<file path="src/design/tsjpc_pkg.sv">
`timescale 1ns / 1ps
// Package for the three-servo jog and position control block.
// Holds item codes, register indexes, reset limits and shared structs; no dependencies.
package tsjpc_pkg;

    localparam int unsigned POS_W = 16;
    localparam int unsigned CFG_IDX_W = 3;
    localparam logic [POS_W-1:0] RST_MIN = 16'd1638;
    localparam logic [POS_W-1:0] RST_MAX = 16'd8192;

    typedef logic [POS_W-1:0] t_pos;

    typedef enum logic [1:0] {
        DIR_STOP = 2'd0,
        DIR_UP   = 2'd1,
        DIR_DOWN = 2'd2
    } t_dir;

    typedef enum logic {
        FUNC_JOG    = 1'b0,
        FUNC_TARGET = 1'b1
    } t_func;

    typedef enum logic {
        MODE_JOG    = 1'b0,
        MODE_TARGET = 1'b1
    } t_mode;

    typedef enum logic [CFG_IDX_W-1:0] {
        REG_MODE       = 3'd0,
        REG_SERVO1_MIN = 3'd1,
        REG_SERVO1_MAX = 3'd2,
        REG_SERVO2_MIN = 3'd3,
        REG_SERVO2_MAX = 3'd4,
        REG_SERVO3_MIN = 3'd5,
        REG_SERVO3_MAX = 3'd6
    } t_cfg_idx;

    typedef struct packed {
        t_pos lo;
        t_pos hi;
    } t_limits;

    typedef struct packed {
        logic jog_en;
        logic tgt_en;
    } t_axis_ctl;

    typedef struct packed {
        t_pos duty_one;
        t_pos duty_two;
        t_pos duty_three;
    } t_result;

endpackage

</file>
<file path="src/design/tsjpc_if.sv">
`timescale 1ns / 1ps
// Valid/ready channel interfaces for the input words and the result words.
// Depends on tsjpc_pkg for the payload widths.
interface tsjpc_in_if;
    logic                 valid;
    logic                 ready;
    logic                 func;
    logic [1:0]           dir_one;
    logic [1:0]           dir_two;
    logic [1:0]           dir_three;
    tsjpc_pkg::t_pos      speed_one;
    tsjpc_pkg::t_pos      speed_two;
    tsjpc_pkg::t_pos      speed_three;
    tsjpc_pkg::t_pos      target_one;
    tsjpc_pkg::t_pos      target_two;

    modport source (
        output valid, func, dir_one, dir_two, dir_three,
        output speed_one, speed_two, speed_three, target_one, target_two,
        input  ready
    );
    modport sink (
        input  valid, func, dir_one, dir_two, dir_three,
        input  speed_one, speed_two, speed_three, target_one, target_two,
        output ready
    );
endinterface

interface tsjpc_out_if;
    logic            valid;
    logic            ready;
    tsjpc_pkg::t_pos duty_one;
    tsjpc_pkg::t_pos duty_two;
    tsjpc_pkg::t_pos duty_three;

    modport source (output valid, duty_one, duty_two, duty_three, input ready);
    modport sink (input valid, duty_one, duty_two, duty_three, output ready);
endinterface

</file>
<file path="src/design/tsjpc_axis.sv">
`timescale 1ns / 1ps
// Next compare value of one servo: saturating jog step or bounded target take.
// Depends on tsjpc_pkg.
module tsjpc_axis (
    input  tsjpc_pkg::t_pos      i_pos,
    input  logic [1:0]           i_dir,
    input  tsjpc_pkg::t_pos      i_speed,
    input  tsjpc_pkg::t_pos      i_target,
    input  tsjpc_pkg::t_limits   i_limits,
    input  tsjpc_pkg::t_axis_ctl i_ctl,
    output tsjpc_pkg::t_pos      o_next
);
    import tsjpc_pkg::*;

    logic [POS_W:0] sum;
    t_pos           jog_pos;
    logic           tgt_ok;

    assign sum = {1'b0, i_pos} + {1'b0, i_speed};
    assign tgt_ok = (i_target != '0) && (i_target >= i_limits.lo) && (i_target <= i_limits.hi);

    always_comb begin
        case (i_dir)
            DIR_UP: begin
                jog_pos = (sum > {1'b0, i_limits.hi}) ? i_limits.hi : sum[POS_W-1:0];
            end
            DIR_DOWN: begin
                if ((i_speed > i_pos) || ((i_pos - i_speed) < i_limits.lo)) begin
                    jog_pos = i_limits.lo;
                end else begin
                    jog_pos = i_pos - i_speed;
                end
            end
            default: begin
                jog_pos = i_pos;
            end
        endcase
    end

    always_comb begin
        if (i_ctl.jog_en) begin
            o_next = jog_pos;
        end else if (i_ctl.tgt_en && tgt_ok) begin
            o_next = i_target;
        end else begin
            o_next = i_pos;
        end
    end

endmodule

</file>
<file path="src/design/tsjpc_out_buf.sv">
`timescale 1ns / 1ps
// Two-entry result buffer: an output register backed by a skid register.
// Depends on tsjpc_pkg for the result struct.
module tsjpc_out_buf (
    input  logic               i_clk,
    input  logic               i_rst_n,
    input  logic               i_push,
    input  tsjpc_pkg::t_result i_data,
    output logic               o_full,
    output logic               o_valid,
    output tsjpc_pkg::t_result o_data,
    input  logic               i_ready
);
    import tsjpc_pkg::*;

    logic    r_main_valid;
    logic    r_skid_valid;
    t_result r_main;
    t_result r_skid;
    logic    n_main_valid;
    logic    n_skid_valid;
    t_result n_main;
    t_result n_skid;
    logic    pop;

    assign pop     = r_main_valid && i_ready;
    assign o_full  = r_skid_valid;
    assign o_valid = r_main_valid;
    assign o_data  = r_main;

    always_comb begin
        n_main_valid = r_main_valid;
        n_skid_valid = r_skid_valid;
        n_main       = r_main;
        n_skid       = r_skid;
        if (pop) begin
            if (r_skid_valid) begin
                n_main       = r_skid;
                n_skid_valid = 1'b0;
            end else if (i_push) begin
                n_main = i_data;
            end else begin
                n_main_valid = 1'b0;
            end
        end else if (i_push) begin
            if (!r_main_valid) begin
                n_main       = i_data;
                n_main_valid = 1'b1;
            end else begin
                n_skid       = i_data;
                n_skid_valid = 1'b1;
            end
        end
    end

    always_ff @(posedge i_clk) begin
        if (!i_rst_n) begin
            r_main_valid <= 1'b0;
            r_skid_valid <= 1'b0;
        end else begin
            r_main_valid <= n_main_valid;
            r_skid_valid <= n_skid_valid;
        end
        r_main <= n_main;
        r_skid <= n_skid;
    end

`ifndef SYNTHESIS
    a_skid_needs_main: assert property (@(posedge i_clk) disable iff (!i_rst_n)
        r_skid_valid |-> r_main_valid)
        else $error("Skid register holds a word while the output register is empty.");
    a_fill_skid: assert property (@(posedge i_clk) disable iff (!i_rst_n)
        (i_push && r_main_valid && !pop) |=> r_skid_valid)
        else $error("A word pushed behind a stalled output was lost.");
    a_skid_holds: assert property (@(posedge i_clk) disable iff (!i_rst_n)
        (r_skid_valid && !pop) |=> $stable(r_skid))
        else $error("Skid register changed while stalled.");
    a_skid_moves: assert property (@(posedge i_clk) disable iff (!i_rst_n)
        (pop && r_skid_valid) |=> (r_main == $past(r_skid)))
        else $error("Skid word did not move into the output register.");
`endif

endmodule

</file>
<file path="src/design/three_servo_jog_position_control_top.sv">
`timescale 1ns / 1ps
// Top level of the three-servo jog and position control block.
// Depends on tsjpc_pkg, tsjpc_if, tsjpc_axis and tsjpc_out_buf.
//
//   Channel   Dir  Handshake            Word
//   i_in      in   valid/ready          func, dirs, speeds, targets
//   o_out     out  valid/ready          duty_one, duty_two, duty_three
//   i_cfg_*   in   write enable only    register index, 16-bit data
//
// One word is accepted per cycle while ready is high; its result is registered
// in the output register. The positions update in the accepting cycle, so a
// following word sees them at once. A word pushed behind a stalled output
// register waits in the skid register, and ready stays low while it waits.
// Reset sets the mode, limits, positions and buffer valid flags to reset values.
module three_servo_jog_position_control_top (
    input  logic                           i_clk,
    input  logic                           i_rst_n,
    tsjpc_in_if.sink                       i_in,
    tsjpc_out_if.source                    o_out,
    input  logic                           i_cfg_we,
    input  logic [tsjpc_pkg::CFG_IDX_W-1:0] i_cfg_index,
    input  tsjpc_pkg::t_pos                i_cfg_data
);
    import tsjpc_pkg::*;

    logic      r_mode;
    t_limits   r_lim1;
    t_limits   r_lim2;
    t_limits   r_lim3;
    t_pos      r_pos1;
    t_pos      r_pos2;
    t_pos      r_pos3;
    t_pos      n_pos1;
    t_pos      n_pos2;
    t_pos      n_pos3;
    t_axis_ctl ctl12;
    t_axis_ctl ctl3;
    logic      accept;
    logic      buf_full;
    t_result   push_data;
    t_result   out_data;

    assign i_in.ready = !buf_full;
    assign accept     = i_in.valid && !buf_full;

    assign ctl12.jog_en = (i_in.func == FUNC_JOG) && (r_mode == MODE_JOG);
    assign ctl12.tgt_en = (i_in.func == FUNC_TARGET) && (r_mode == MODE_TARGET);
    assign ctl3.jog_en  = (i_in.func == FUNC_JOG);
    assign ctl3.tgt_en  = 1'b0;

    always_ff @(posedge i_clk) begin
        if (!i_rst_n) begin
            r_mode      <= MODE_JOG;
            r_lim1.lo   <= RST_MIN;
            r_lim1.hi   <= RST_MAX;
            r_lim2.lo   <= RST_MIN;
            r_lim2.hi   <= RST_MAX;
            r_lim3.lo   <= RST_MIN;
            r_lim3.hi   <= RST_MAX;
        end else if (i_cfg_we) begin
            case (i_cfg_index)
                REG_MODE:       r_mode    <= i_cfg_data[0];
                REG_SERVO1_MIN: r_lim1.lo <= i_cfg_data;
                REG_SERVO1_MAX: r_lim1.hi <= i_cfg_data;
                REG_SERVO2_MIN: r_lim2.lo <= i_cfg_data;
                REG_SERVO2_MAX: r_lim2.hi <= i_cfg_data;
                REG_SERVO3_MIN: r_lim3.lo <= i_cfg_data;
                REG_SERVO3_MAX: r_lim3.hi <= i_cfg_data;
                default: begin
                end
            endcase
        end
    end

    tsjpc_axis u_axis1 (
        .i_pos    (r_pos1),
        .i_dir    (i_in.dir_one),
        .i_speed  (i_in.speed_one),
        .i_target (i_in.target_one),
        .i_limits (r_lim1),
        .i_ctl    (ctl12),
        .o_next   (n_pos1)
    );

    tsjpc_axis u_axis2 (
        .i_pos    (r_pos2),
        .i_dir    (i_in.dir_two),
        .i_speed  (i_in.speed_two),
        .i_target (i_in.target_two),
        .i_limits (r_lim2),
        .i_ctl    (ctl12),
        .o_next   (n_pos2)
    );

    tsjpc_axis u_axis3 (
        .i_pos    (r_pos3),
        .i_dir    (i_in.dir_three),
        .i_speed  (i_in.speed_three),
        .i_target ('0),
        .i_limits (r_lim3),
        .i_ctl    (ctl3),
        .o_next   (n_pos3)
    );

    always_ff @(posedge i_clk) begin
        if (!i_rst_n) begin
            r_pos1 <= RST_MIN;
            r_pos2 <= RST_MIN;
            r_pos3 <= RST_MAX;
        end else if (accept) begin
            r_pos1 <= n_pos1;
            r_pos2 <= n_pos2;
            r_pos3 <= n_pos3;
        end
    end

    assign push_data.duty_one   = n_pos1;
    assign push_data.duty_two   = n_pos2;
    assign push_data.duty_three = n_pos3;

    tsjpc_out_buf u_out_buf (
        .i_clk   (i_clk),
        .i_rst_n (i_rst_n),
        .i_push  (accept),
        .i_data  (push_data),
        .o_full  (buf_full),
        .o_valid (o_out.valid),
        .o_data  (out_data),
        .i_ready (o_out.ready)
    );

    assign o_out.duty_one   = out_data.duty_one;
    assign o_out.duty_two   = out_data.duty_two;
    assign o_out.duty_three = out_data.duty_three;

endmodule
</file>
<file path="src/flat_wrapper.sv">
// flat-port wrapper written by rule: the top's interface ports become plain ports
module three_servo_jog_position_control_top_flat import tsjpc_pkg::*;
  (i_clk, i_rst_n, i_cfg_we, i_cfg_index, i_cfg_data, i_in_valid, i_in_func, i_in_dir_one, i_in_dir_two, i_in_dir_three, i_in_speed_one, i_in_speed_two, i_in_speed_three, i_in_target_one, i_in_target_two, i_in_ready, o_out_valid, o_out_duty_one, o_out_duty_two, o_out_duty_three, o_out_ready);
  tsjpc_in_if i_in_i ();
  tsjpc_out_if o_out_i ();
  input  logic i_clk;
  input  logic i_rst_n;
  input  logic i_cfg_we;
  input  logic [tsjpc_pkg::CFG_IDX_W-1:0] i_cfg_index;
  input  tsjpc_pkg::t_pos i_cfg_data;
  input wire logic [$bits(i_in_i.valid)-1:0] i_in_valid;
  input wire logic [$bits(i_in_i.func)-1:0] i_in_func;
  input wire logic [$bits(i_in_i.dir_one)-1:0] i_in_dir_one;
  input wire logic [$bits(i_in_i.dir_two)-1:0] i_in_dir_two;
  input wire logic [$bits(i_in_i.dir_three)-1:0] i_in_dir_three;
  input wire logic [$bits(i_in_i.speed_one)-1:0] i_in_speed_one;
  input wire logic [$bits(i_in_i.speed_two)-1:0] i_in_speed_two;
  input wire logic [$bits(i_in_i.speed_three)-1:0] i_in_speed_three;
  input wire logic [$bits(i_in_i.target_one)-1:0] i_in_target_one;
  input wire logic [$bits(i_in_i.target_two)-1:0] i_in_target_two;
  output wire logic [$bits(i_in_i.ready)-1:0] i_in_ready;
  output wire logic [$bits(o_out_i.valid)-1:0] o_out_valid;
  output wire logic [$bits(o_out_i.duty_one)-1:0] o_out_duty_one;
  output wire logic [$bits(o_out_i.duty_two)-1:0] o_out_duty_two;
  output wire logic [$bits(o_out_i.duty_three)-1:0] o_out_duty_three;
  input wire logic [$bits(o_out_i.ready)-1:0] o_out_ready;
  assign i_in_i.valid = i_in_valid;
  assign i_in_i.func = i_in_func;
  assign i_in_i.dir_one = i_in_dir_one;
  assign i_in_i.dir_two = i_in_dir_two;
  assign i_in_i.dir_three = i_in_dir_three;
  assign i_in_i.speed_one = i_in_speed_one;
  assign i_in_i.speed_two = i_in_speed_two;
  assign i_in_i.speed_three = i_in_speed_three;
  assign i_in_i.target_one = i_in_target_one;
  assign i_in_i.target_two = i_in_target_two;
  assign i_in_ready = i_in_i.ready;
  assign o_out_valid = o_out_i.valid;
  assign o_out_duty_one = o_out_i.duty_one;
  assign o_out_duty_two = o_out_i.duty_two;
  assign o_out_duty_three = o_out_i.duty_three;
  assign o_out_i.ready = o_out_ready;
  three_servo_jog_position_control_top u_core (.i_clk(i_clk), .i_rst_n(i_rst_n), .i_in(i_in_i), .o_out(o_out_i), .i_cfg_we(i_cfg_we), .i_cfg_index(i_cfg_index), .i_cfg_data(i_cfg_data));
endmodule
</file>
<file path="config.mk">
export PLATFORM = sky130hd
export DESIGN_NAME = three_servo_jog_position_control_top_flat
export DESIGN_NICKNAME = d
export VERILOG_FILES = /design/src/design/tsjpc_pkg.sv /design/src/design/tsjpc_if.sv /design/src/design/tsjpc_axis.sv /design/src/design/tsjpc_out_buf.sv /design/src/design/three_servo_jog_position_control_top.sv /design/src/flat_wrapper.sv
export SDC_FILE = /design/constraint.sdc
export NUM_CORES = 1
export LEC_CHECK = 0
export BUFFER_PORTS_ARGS = -buffer_cell sky130_fd_sc_hd__buf_4
export CAP_MARGIN = 40
export CORE_ASPECT_RATIO = 1.1
export CORE_MARGIN = 4
export CORE_UTILIZATION = 30
export DETAILED_ROUTE_END_ITERATION = 8
export PLACE_DENSITY_LB_ADDON = 0.08
export REMOVE_ABC_BUFFERS = 1
export SLEW_MARGIN = 15
export SYNTH_ARGS = -nofsm -noshare
export SYNTH_HDL_FRONTEND = slang
export SYNTH_SLANG_ARGS = --single-unit
</file>
<file path="constraint.sdc">
create_clock -name i_clk -period 6.3 [get_ports i_clk]
set_input_delay 1.26 -clock i_clk [delete_from_list [all_inputs] [get_ports i_clk]]
set_output_delay 1.26 -clock i_clk [all_outputs]
set_load 0.02 [all_outputs]
</file>
==> results.sh, run 1 <==
export IMPL_status="finished, final reports clean"
export IMPL_post_route_drc_count=0
export IMPL_rsz0062_at_grt="false"
export IMPL_vias=18552
export IMPL_reg2reg_depth=22
export IMPL_cts_buffers=31
export IMPL_dr_pass1_iters=5
export IMPL_worstPathArrival_ps=6390
export IMPL_drt_iter0_markers=1026
export IMPL_slew_headroom_pct=45.1
export IMPL_wirelength_um=76300
export IMPL_clk_path_buf_depth=3
export IMPL_antenna_left=0
export IMPL_required_ps=6630
export IMPL_pin_count=161
export IMPL_synth_xor_area_share_pct=3.02
export IMPL_rows=98
export IMPL_grt_pass1_vias=18607
export IMPL_reg2reg_to="u_core.u_out_buf.o_data[28]"
export IMPL_grtUsageTotal_pct=21.0
export IMPL_cts_sinks=243
export IMPL_dpl_hpwl_um=60800
export IMPL_grt_pass1_wl_um=114000
export IMPL_rrSetupSlack_ps=550
export IMPL_p_leak_nw=9.94
export IMPL_hp_start="u_core.r_lim1[8]"
export IMPL_place_gp_congestion=0.911
export IMPL_crit_fanout=7
export IMPL_fmax_ghz=0.165
export IMPL_period_share_pct=96.2
export IMPL_die_area_um2=69900
export IMPL_synthMuxAreaShare_pct=3.38
export IMPL_r2r_start="u_core.r_pos2[0]"
export IMPL_worstHoldEndpoint="u_core.r_lim1[8]"
export IMPL_synth_seq_cells=243
export IMPL_syn_area_per_cell_um2=8.22
export IMPL_fin_cells=3518
export IMPL_async_flop_share_pct=0
export IMPL_syn_inst=2400
export IMPL_chipHeight_um=277
export IMPL_fin_hold_ws_ps=456
export IMPL_synth_edf_count=96
export IMPL_cp_start_kind="primary input"
export IMPL_grt_max_degree=46
export IMPL_worstSetupEndpointType="register"
export IMPL_worst_slew_pin_slew_ps=824
export IMPL_critPathKind="in2reg"
export IMPL_report_final_slew_viol_count=0
export IMPL_io_buffers=160
export IMPL_drt_wirelength_per_cell_um=21.7
export IMPL_max_cap_viol_count=0
export IMPL_drive_above_1_share_pct=17.6
export IMPL_synth_top_family_by_area="compound AO/OA/AOI/OAI gates"
export IMPL_fin_skew_ps=13.2
export IMPL_nets=3019
export IMPL_clockRootBuffer="clkbuf_16"
export IMPL_hold_path_depth=2
export IMPL_synth_warnings=0
export IMPL_vdd_ir_drop_max_mv=0.201
export IMPL_min_path_type="reg2reg"
export IMPL_fp_dieW_um=252
export IMPL_finalSetupViolations=0
export IMPL_htreeDepth=1
export IMPL_synthSimpleGateAreaFrac_pct=16.0
export IMPL_synth_compound_area_share_pct=24.3
export IMPL_yosysSeqAreaShare_pct=29.5
export IMPL_ys_types=92
export IMPL_start_util_pct=30.3
export IMPL_p_per_area_nw_per_um2=243
export IMPL_postCtsHoldBufs=0
export IMPL_core_um2=65100
export IMPL_viasPerCell=5.27
export IMPL_cts_tree="built"
export IMPL_synth_adder_area_share_pct=17.1
export IMPL_min_period_ps=6060
export IMPL_syn_cell_area_um2=19700
export IMPL_clock_latency_ps=600
export IMPL_synth_ff_type="dfxtp_1"
export IMPL_path_clk_slew_ps=60
export IMPL_hold_viol=0
export IMPL_antenna_found_initial=2
export IMPL_place_inst=3459
export IMPL_grt_overflow=0
export IMPL_syn_to_final_growth_pct=21.7
-- critical path, stage by stage --
cell and delay, ps:
buf_4 90, ha_1 180, inv_1 70, fa_1 390, o21bai_1 230, o211ai_1 140, a21boi_0 210, buf_4 160
a211o_1 140, a21oi_1 100, o31a_1 260, xnor2_1 160, ha_1 310, nand2_1 70, or4_4 540, o32ai_2 260
a31oi_1 110, or4_4 590, nor2_4 250, mux2_2 370, a21oi_1 250, buf_4 170, o31ai_1 70
-- sequential cells by signal, indices dropped and copies added (netlist names) --
name and count:
u_core.r_pos1 16, u_core.u_out_buf.o_data 48, u_core.r_mode 1, u_core.r_pos3 16, u_core.r_lim2 32, u_core.r_lim1 32
u_core.u_out_buf.o_valid 1, u_core.r_pos2 16, u_core.u_out_buf.r_skid 48, u_core.u_out_buf.o_full 1, u_core.r_lim3 32
-- cells in the final DEF, fill, tap and decap left out, drive strengths merged, types with 8 or more instances in the layout --
cell type,netlist,layout
o21a,18,18
nand2,307,307
and2,8,8
nand3,46,46
nand4,21,21
nor2,151,151
a21oi,215,215
o22ai,11,11
ha,260,260
o311ai,15,15
inv,224,225
xnor2,56,56
o31ai,39,39
xor2,12,12
buf,16,323
dfxtp,147,147
clkinv,2,15
nor4,17,17
a21boi,12,12
o211ai,56,56
a21o,21,21
clkbuf,98,40
o22a,9,9
mux2,37,37
a31oi,60,60
and3,13,13
a2111oi,11,11
nor2b,31,31
o21bai,13,13
a221oi,10,10
o31a,11,11
edfxtp,96,96
a211oi,25,25
mux2i,25,25
nand2b,19,19
o21ai,133,133
or2,18,18
nor3,36,36
or3,9,9
-- report_power, final --
group / leakage, nW / internal (mW) / switching, mW
Clock: 0.528 / 1.12 / 0.770
Combinational: 7.32 / 0.903 / 1.23
Sequential: 2.09 / 1.75 / 0.0637
Total: 9.94 / 3.77 / 2.06
-- cell usage after synthesis, types with 25 or more instances --
cell / n / area [um^2]
a31oi_1: 59 / 369
xnor2_1: 56 / 490
nand2_1: 307 / 1150
nand3_1: 46 / 230
nor2_1: 149 / 559
dfxtp_1: 147 / 2940
nor3_1: 36 / 180
mux2_2: 37 / 417
o211ai_1: 56 / 420
edfxtp_1: 96 / 2880
a21oi_1: 213 / 1070
o21ai_0: 128 / 641
o31ai_1: 39 / 293
a211oi_1: 25 / 188
inv_1: 223 / 837
nor2b_1: 31 / 194
ha_1: 260 / 3250
clkbuf_1: 97 / 364
mux2i_1: 25 / 250
-- worst max-delay path by stage --
stage,start,end,depth (start not counted)
2_1_floorplan,i_in_speed_two[0],u_core.u_out_buf.o_data[29],20
3_3_place_gp,i_in_speed_two[0],u_core.u_out_buf.o_data[28],23
3_5_place_dp,i_in_speed_two[1],u_core.u_out_buf.o_data[28],21
4_1_cts,i_in_speed_two[0],u_core.u_out_buf.o_data[28],23
5_1_grt,i_in_speed_two[0],u_core.u_out_buf.o_data[28],23
6_report,i_in_speed_two[0],u_core.u_out_buf.o_data[28],23
-- routing by layer --
metal	track usage, %	vias to the layer above	share of wire (%)
met4	5.63	2	2.7
met2	37.0	379	48
met3	1.94	99	3.5
li1	-	9155	-
met1	27.5	8917	45
met5	0	-	0.026
-- layout make-up --
| type | count | area [um^2] |
|---|---|---|
| fill | 6743 | 41100 |
| multi-input combinational | 1817 | 12600 |
| sequential | 243 | 5830 |
| timing repair buffer | 323 | 2550 |
| tap | 850 | 1060 |
| clock buffer | 40 | 892 |
| inverter | 226 | 848 |
| clock inverter | 18 | 178 |
| antenna | 1 | 2.50 |
-- cells by family after synthesis --
family,Yosys count
AOI/OAI and AO/OA,727
muxes,62
buffers and inverters,340
and+or+nand+nor,694
adders and majority gates,266
xor gates and xnor gates,68
DFF,243
-- stage by stage --
step                      area (um^2)  setup TNS [ps]  util [%]  setup slack [ps]  power, mW
final                           24000               0      36.8               238       5.83
after CTS                       24000               0      36.8               321       5.89
after floorplan                 19300               0         -              85.7       3.06
after detailed placement        22900           -2740      35.2              -278       3.96
after global routing            24000               0      36.8              33.5       6.18
after global placement          22800           -1940      35.0              -237       3.94
-- repair_timing --
action / 4_1_cts / 5_1_grt
setup endpoints to repair: 0 / 1
resized for setup: 0 / 1
setup buffers: 0 / 0
(Power assumes the default switching activity.)
==> run 2: changes to the inputs <==
Settings changed: CORE_UTILIZATION 30 to 47.
==> run 2 against run 1 <==
Effect of this change:
- clock skew is essentially flat
- flip-flop and latch count stayed put
- critical path type unchanged
- first-iteration DRC count rose by 25%
- critical path depth decreased by 2
- largest power group unchanged
==> results.sh, run 2 (synthesis results as in run 1) <==
export IMPL_die_area_um2=45300
export IMPL_crit_path_max_incr_delay_ps=580
export IMPL_crit_fanout=6
export IMPL_status="finished, final reports clean"
export IMPL_drt_wirelength_per_cell_um=21.4
export IMPL_required_ps=6600
export IMPL_htreeDepth=1
export IMPL_start_util_pct=47.7
export IMPL_grtUsageTotal_pct=29.5
export IMPL_register_area_um2=5830
export IMPL_grt_pass1_vias=18654
export IMPL_grt_overflow=0
export IMPL_max_cap_viol_count=0
export IMPL_cp_common_cell="buf_4"
export IMPL_antenna_left=0
export IMPL_antenna_found_initial=0
export IMPL_viasPerCell=5.85
export IMPL_grt_max_degree=50
export IMPL_min_path_type="reg2reg"
export IMPL_p_per_area_nw_per_um2=237
export IMPL_crit_chain="buf_4 -> inv_1 -> ha_1 -> nand2b_1 -> a221oi_2 -> nor2_1 -> nor4_1 -> buf_4 -> o21ai_0 -> a211o_1 -> ha_1 -> nand2_1 -> or4_4 -> o32ai_2 -> a31oi_1 -> or4_4 -> nor2_4 -> mux2_2 -> a21oi_1 -> buf_4 -> o31ai_1"
export IMPL_wirelength_um=68600
export IMPL_syn_to_final_growth_pct=18.4
export IMPL_drt_iter0_markers=1283
export IMPL_vdd_ir_drop_max_mv=0.213
export IMPL_cts_sinks=243
export IMPL_postCtsHoldBufs=0
export IMPL_fin_cells=3207
export IMPL_multi_input_area_um2=12600
export IMPL_critPathKind="in2reg"
export IMPL_cts_buffers=29
export IMPL_fp_dieW_um=203
export IMPL_clk_path_buf_depth=3
export IMPL_rows=78
export IMPL_fin_hold_ws_ps=457
export IMPL_vias=18755
export IMPL_period_share_pct=95.1
export IMPL_finalSetupViolations=0
export IMPL_layout_common_cells="307 x nand2_1, 296 x buf_4, 260 x ha_1"
export IMPL_drive_above_1_share_pct=16.9
export IMPL_place_inst=3153
export IMPL_hold_viol=0
export IMPL_fmax_ghz=0.167
export IMPL_dr_pass1_iters=5
export IMPL_core_um2=41400
export IMPL_tns_ps=0
export IMPL_report_final_slew_viol_count=0
export IMPL_post_route_drc_count=0
export IMPL_grt_pass1_wl_um=106000
export IMPL_p_leak_nw=9.78
export IMPL_slew_headroom_pct=42.2
export IMPL_place_gp_congestion=0.936
export IMPL_fin_skew_ps=13.4
export IMPL_worstSetupEndpointType="register"
export IMPL_clockRootBuffer="clkbuf_16"
export IMPL_setup_slack_ps=310
export IMPL_min_period_ps=5990
export IMPL_chipHeight_um=223
export IMPL_critPathSlowestCell="or4_4"
export IMPL_worstPathArrival_ps=6290
export IMPL_fill_cells=3987
export IMPL_path_clk_slew_ps=60
export IMPL_cp_start_kind="primary input"
export IMPL_pin_count=161
export IMPL_cts_tree="built"
export IMPL_pre_cts_ws_ps=-273
export IMPL_nets=3001
export IMPL_io_buffers=160
export IMPL_worst_slew_pin_slew_ps=858
export IMPL_rsz0062_at_grt="false"
export IMPL_mostFrequentLayoutCell="nand2_1"
export IMPL_clock_latency_ps=570
export IMPL_dpl_hpwl_um=54500
export IMPL_n_antenna_cell=0
-- run 2: metrics by stage --
step,power [mW],cell area (um^2),utilization [%]
after floorplan,3.06,19300,-
after global placement,3.84,22300,53.8
after detailed placement,3.88,22400,54.1
after CTS,5.55,23300,56.4
after global routing,5.84,23300,56.4
final,5.54,23300,56.4
-- run 2: report_power, final --
group	switching [mW]	internal, mW	leakage, nW
registers	0.0630	1.75	2.09
clock network	0.716	0.943	0.454
logic	1.20	0.876	7.24
-- run 2: path summary, 6_finish.rpt --
path                                   startpoint                           to  slack (ps)  cells past startpoint
worst min register to register   u_core.r_lim1[3]             u_core.r_lim1[3]         460                      2
worst min-delay path             u_core.r_lim1[3]             u_core.r_lim1[3]         460                      2
worst max register to register   u_core.r_pos2[0]  u_core.u_out_buf.o_data[28]         680                     22
worst max-delay path            i_in_speed_two[1]  u_core.u_out_buf.o_data[28]         310                     21
-- run 2: layout make-up --
cell class                 count  share of cell area, %
sequential                   243                   25.0
clock inverter                20                  0.740
tap                          560                   3.00
clock buffer                  34                   3.23
inverter                     226                   3.63
multi-input combinational   1817                   54.1
timing repair buffer         307                   10.3
-- run 2: routing by layer --
metal / wire [um] / vias up / GRT usage (%)
met5: 0 / - / 0
met4: 2640 / 0 / 10.4
met3: 3230 / 133 / 3.04
met2: 32600 / 552 / 50.4
met1: 30200 / 8950 / 38.8
li1: - / 9120 / -
-- run 2: critical path, delay by kind of cell --
kind | cells | cell delay (ps)
and+or+nand+nor | 7 | 2070
muxes | 1 | 360
buffers and inverters | 4 | 590
AOI/OAI and AO/OA | 7 | 1450
adders and majority gates | 2 | 550
-- run 2: what timing repair did --
item	in CTS	in global routing
setup buffers	0	0
gates resized for setup	0	2
setup endpoints to repair	0	5
